`config.mk`:
```
export PLATFORM = sky130hd
export DESIGN_NAME = fru_back
export DESIGN_NICKNAME = d
export VERILOG_FILES = /design/src/design/fresnel_reflectance_unit_assert.svh /design/src/design/fru_pkg.sv /design/src/design/fru_back.sv
export SDC_FILE = /design/constraint.sdc
export NUM_CORES = 2
export LEC_CHECK = 0
export BUFFER_PORTS_ARGS = -buffer_cell sky130_fd_sc_hd__clkbuf_2
export CAP_MARGIN = 20
export CORE_MARGIN = 4
export CORE_UTILIZATION = 40
export CTS_CLUSTER_SIZE = 16
export DETAILED_ROUTE_END_ITERATION = 8
export SYNTH_ARGS = -nofsm -noshare
export SYNTH_HDL_FRONTEND = slang
export SYNTH_SLANG_ARGS = --single-unit
```
`constraint.sdc`:
```
create_clock -name clk -period 18 [get_ports clk]
set_clock_uncertainty 0.2 [all_clocks]
set_input_delay 0.9 -clock clk [delete_from_list [all_inputs] [get_ports clk]]
set_output_delay 0.9 -clock clk [all_outputs]
set_load 0.005 [all_outputs]
```
`src/design/fresnel_reflectance_unit_assert.svh`:
```
// Assertion macros for the Fresnel reflectance unit.
// Needs a clock named clk and a reset named rst in the module that uses them.
`ifndef FRESNEL_REFLECTANCE_UNIT_ASSERT_SVH
`define FRESNEL_REFLECTANCE_UNIT_ASSERT_SVH
`ifndef SYNTHESIS
`define FRU_ASSERT(lbl, prop) \
  lbl: assert property (@(posedge clk) disable iff (rst) (prop)) else $error("assert failed");
`define FRU_ASSERT_RST(lbl, prop) \
  lbl: assert property (@(posedge clk) (prop)) else $error("assert failed");
`else
`define FRU_ASSERT(lbl, prop)
`define FRU_ASSERT_RST(lbl, prop)
`endif
`endif

```
`src/design/fru_pkg.sv`:
```
// Shared types and constants of the Fresnel reflectance unit.
// No dependencies.
package fru_pkg;
  localparam int DivSteps = 31;
  localparam logic [16:0] ONE_OUT = 17'h10000;
  localparam logic [15:0] ONE_ETA = 16'd4096;
  localparam logic [14:0] ONE_COS = 15'd16384;

  typedef enum logic [1:0] {
    FUNC_DIEL_TWO   = 2'd0,
    FUNC_DIEL_RATIO = 2'd1,
    FUNC_COND       = 2'd2,
    FUNC_COND_FULL  = 2'd3
  } func_t;

  typedef struct packed {
    logic valid;
    logic dielectric;
    logic degen;
  } ctl_t;
endpackage

```
`src/design/fru_back.sv`:
```
// Back stages: square or add the term ratios, round to Q0.16, saturate.
// Depends on fru_pkg.
module fru_back import fru_pkg::*; (
  input  logic        clk,
  input  logic        rst,
  input  logic        enable,
  input  ctl_t        ctl_in,
  input  logic [31:0] ratio_p,
  input  logic [31:0] ratio_q,
  output logic        out_valid,
  output logic [16:0] reflectance,
  output logic        degenerate
);
  ctl_t        ctl_a;
  logic [63:0] pp_a, qq_a;
  logic [32:0] sum_a;

  always_ff @(posedge clk) begin
    if (rst) begin
      ctl_a.valid <= 1'b0;
    end else if (enable) begin
      ctl_a.valid <= ctl_in.valid;
    end
  end

  always_ff @(posedge clk) begin
    if (enable) begin
      ctl_a.dielectric <= ctl_in.dielectric;
      ctl_a.degen      <= ctl_in.degen;
      pp_a  <= 64'(ratio_p) * 64'(ratio_p);
      qq_a  <= 64'(ratio_q) * 64'(ratio_q);
      sum_a <= 33'(ratio_p) + 33'(ratio_q);
    end
  end

  logic [64:0] dsum;
  logic [17:0] rnd;
  always_comb begin
    dsum = 65'(pp_a) + 65'(qq_a) + (65'd1 << 46);
    if (ctl_a.dielectric) begin
      rnd = 18'(dsum >> 47);
    end else begin
      rnd = 18'((34'(sum_a) + 34'h8000) >> 16);
    end
  end

  always_ff @(posedge clk) begin
    if (rst) begin
      out_valid <= 1'b0;
    end else if (enable) begin
      out_valid <= ctl_a.valid;
    end
  end

  always_ff @(posedge clk) begin
    if (enable) begin
      degenerate  <= ctl_a.degen;
      reflectance <= (ctl_a.degen || rnd > 18'(ONE_OUT)) ? ONE_OUT : rnd[16:0];
    end
  end
endmodule

```
==> results.sh <==
export IMPL_cp_start_kind="input pin"
export IMPL_grt_use_total_pct=20.90
export IMPL_rows=151
export IMPL_syn_nets=9542
export IMPL_place_gp_congestion=0.8831
export IMPL_area_growth_pct=4.739
export IMPL_ant_nets=0
export IMPL_grt_pass1_vias=53150
export IMPL_drv_slew=0
export IMPL_tightest_slew_ns=1.170
export IMPL_dr_pass1_iters=5
export IMPL_fin_crit_ns=10.17
export IMPL_drt_iter0_markers=2468
export IMPL_max_cap_violations=0
export IMPL_setup_worst_path_class="input pin to flop"
export IMPL_fin_crit_sh_pct=56.49
export IMPL_dpl_hpwl_mm=144.5
export IMPL_end_kind="flop"
export IMPL_grt_pass1_wl_mm=292.2
export IMPL_status="finished clean"
export IMPL_fin_nets=9449
export IMPL_grt_max_degree=64
export IMPL_ctsHoldBuffers=0
export IMPL_cpPeakStageDelay_ns=0.79
export IMPL_wl_per_cell_um=19.39
export IMPL_crit_chain="clkbuf_2 -> inv_1 -> nor2_1 -> fa_1 -> fa_1 -> inv_1 -> fa_1 -> fa_1 -> inv_1 -> fa_1 -> fa_1 -> fa_1 -> fa_1 -> ha_1 -> and3_1 -> nand4_1 -> a2111oi_1 -> o311ai_1 -> a21boi_1 -> a311oi_1 -> o41ai_1 -> a21o_1 -> a21oi_1 -> xnor2_1"
export IMPL_synth_edff_count=162
export IMPL_cts_buffers=17
export IMPL_ys_seq_area_share_pct=7.151
export IMPL_drive_gt1_share_pct=3.455
export IMPL_hold_class="flop to flop"
export IMPL_avgSynthCellArea_sq_um=9.602
export IMPL_cts_clk_slew_worst_paths_ns=0.08
export IMPL_syn_instance_count=7143
export IMPL_cts_setup_buffers=0
export IMPL_synth_seq_cells=164
export IMPL_ios=89
export IMPL_synthArstFlopShare_pct=0
export IMPL_wl_mm=180.0
export IMPL_drcViolationCount=0
export IMPL_yosysUniqueCellTypes=99
export IMPL_cts_path_max_buffers=2
export IMPL_overflow=0
export IMPL_die_x_um=422.1
export IMPL_cts_resized_gates=0
export IMPL_hold_viol=0
export IMPL_cts_sinks=164
export IMPL_max_freq_mhz=98.35
export IMPL_root_buffer="clkbuf_16"
export IMPL_finalSetupTns_ns=0
export IMPL_critical_path_required_ns=18.03
export IMPL_dieArea_sq_mm=0.1782
export IMPL_core_area_sq_mm=0.1698
export IMPL_cp_arrival_ns=10.19
export IMPL_syn_area_sq_mm=0.06859
export IMPL_htree_levels=4
export IMPL_max_slew_margin_pct=21.97
export IMPL_die_h_um=422.1
export IMPL_start_util_pct=40.38
export IMPL_rsz0062_at_grt="false"
export IMPL_finalSetupViolations=0
export IMPL_numPortBuffers=88
export IMPL_viasPerCell=5.047
export IMPL_synth_main_ff_cell="edfxtp_1"
export IMPL_via_count=46850
export IMPL_worstSkewPairLatency_ns=0.48
export IMPL_cpMaxStageDelayCell="o41ai_1"
export IMPL_cp_common_cell="fa_1"
export IMPL_crit_fanout=28
export IMPL_yosys_warnings=0
export IMPL_antenna_found_initial=5
export IMPL_cts_tree="done"
[worst max-delay path: cells and delay by family]
kind | cells | cell delay (ns)
adder cells (fa/ha/maj) | 9 | 4.43
AO/OA/AOI/OAI | 7 | 2.71
XOR/XNOR | 1 | 0.14
buffers and inverters | 4 | 1.26
AND/OR/NAND/NOR | 3 | 0.75
[layout by cell type (no fill, tap or decap), types with 86 or more instances in the layout]
cell      Yosys  layout
a21o_1       99      99
a21oi_1     200     200
and2_1      479     479
clkbuf_2      1      86
edfxtp_1    162     162
fa_1       1584    1584
ha_1        745     745
inv_1      1945    1945
nand2_1     597     597
nor2_1      179     179
o21ai_0     100     100
xnor2_1     141     141
xor2_1       93      93
[per-stage QoR]
stage / hold slack (ns) / worst slack, ns / area, sq um / cells / utilization [%]
5_1_grt: 0.3573 / 7.657 / 71830 / 9281 / 42.29
3_3_place_gp: 0.2743 / 7.838 / 71180 / 9247 / 41.91
2_1_floorplan: 0.2538 / 9.157 / 68590 / 7143 / -
4_1_cts: 0.3081 / 8.107 / 71810 / 9280 / 42.28
3_5_place_dp: 0.2902 / 7.604 / 71180 / 9248 / 41.91
6_report: 0.3026 / 7.832 / 71840 / 9283 / 42.30
[metal layers]
| metal | vias to the layer above | wire, um | GRT usage, % |
|---|---|---|---|
| met5 | - | 13 | 0 |
| met1 | 24170 | 75940 | 27.24 |
| li1 | 21360 | - | - |
| met4 | 2 | 6296 | 6.582 |
| met3 | 267 | 8856 | 3.115 |
| met2 | 1054 | 88920 | 35.90 |
[logic make-up after synthesis]
group                    count (synthesis)  synth area share (%)
buffers and inverters                 2199                 12.13
XOR/XNOR                               234                 2.988
AO/OA/AOI/OAI                          666                 6.462
AND/OR/NAND/NOR                       1535                 11.20
multiplexers                            16                0.2408
adder cells (fa/ha/maj)               2329                 59.82
flip-flops                             164                 7.151
[cells in the mapped netlist, types with 7 or more instances]
cell type,number,area (sq um)
ha_1,745,9321
a41oi_1,9,78.83
nor2b_1,43,269.0
o21bai_1,34,255.2
a21o_1,99,743.2
edfxtp_1,162,4865
inv_1,1945,7301
and3_1,19,118.9
xnor2_1,141,1235
xor2_1,93,814.5
a21oi_1,200,1001
fa_1,1584,31710
nand4_1,40,250.2
or2_2,11,68.82
mux2i_1,12,120.1
nor4_1,8,50.05
nand3_1,56,280.3
nand2b_1,10,62.56
a31o_2,28,245.2
nor3_1,39,195.2
o22ai_1,10,62.56
or3_1,12,75.07
a2111oi_0,10,87.58
a211oi_1,22,165.2
o211ai_1,14,105.1
nand2_1,597,2241
o21ai_0,100,500.5
nor2_1,179,671.9
and2_1,479,2997
a31oi_1,31,193.9
o21a_1,27,202.7
a311oi_1,7,61.31
clkbuf_1,242,908.4
[layout make-up]
cell class	count	area, sq um
fillers	16490	98010
clock buffers	17	425.4
inverters	1945	7301
flip-flops and latches	164	4905
clock inverters	15	202.7
repair buffers	142	860.8
multi-input cells	4780	55360
well taps	2218	2775
diodes	2	5.005
[flip-flops by register name (all words and copies together) (netlist names)]
signal and flops:
ctl_a 3, degenerate 1, out_valid 1, pp_a 62, qq_a 62, reflectance 17, sum_a 18
[worst paths after layout]
kind	slack, ns	to	startpoint	cells after the start
worst max-delay path	7.83	qq_a[58]	ratio_q[9]	24
worst min-delay path	0.30	ctl_a[2]	ctl_a[2]	2
worst max register to register	12.57	reflectance[11]	pp_a[37]	14
worst min register to register	0.30	ctl_a[2]	ctl_a[2]	2
Power is left out: the tool's default activity adds up to more than one toggle a clock period on the data nets, which glitch-free logic cannot reach.
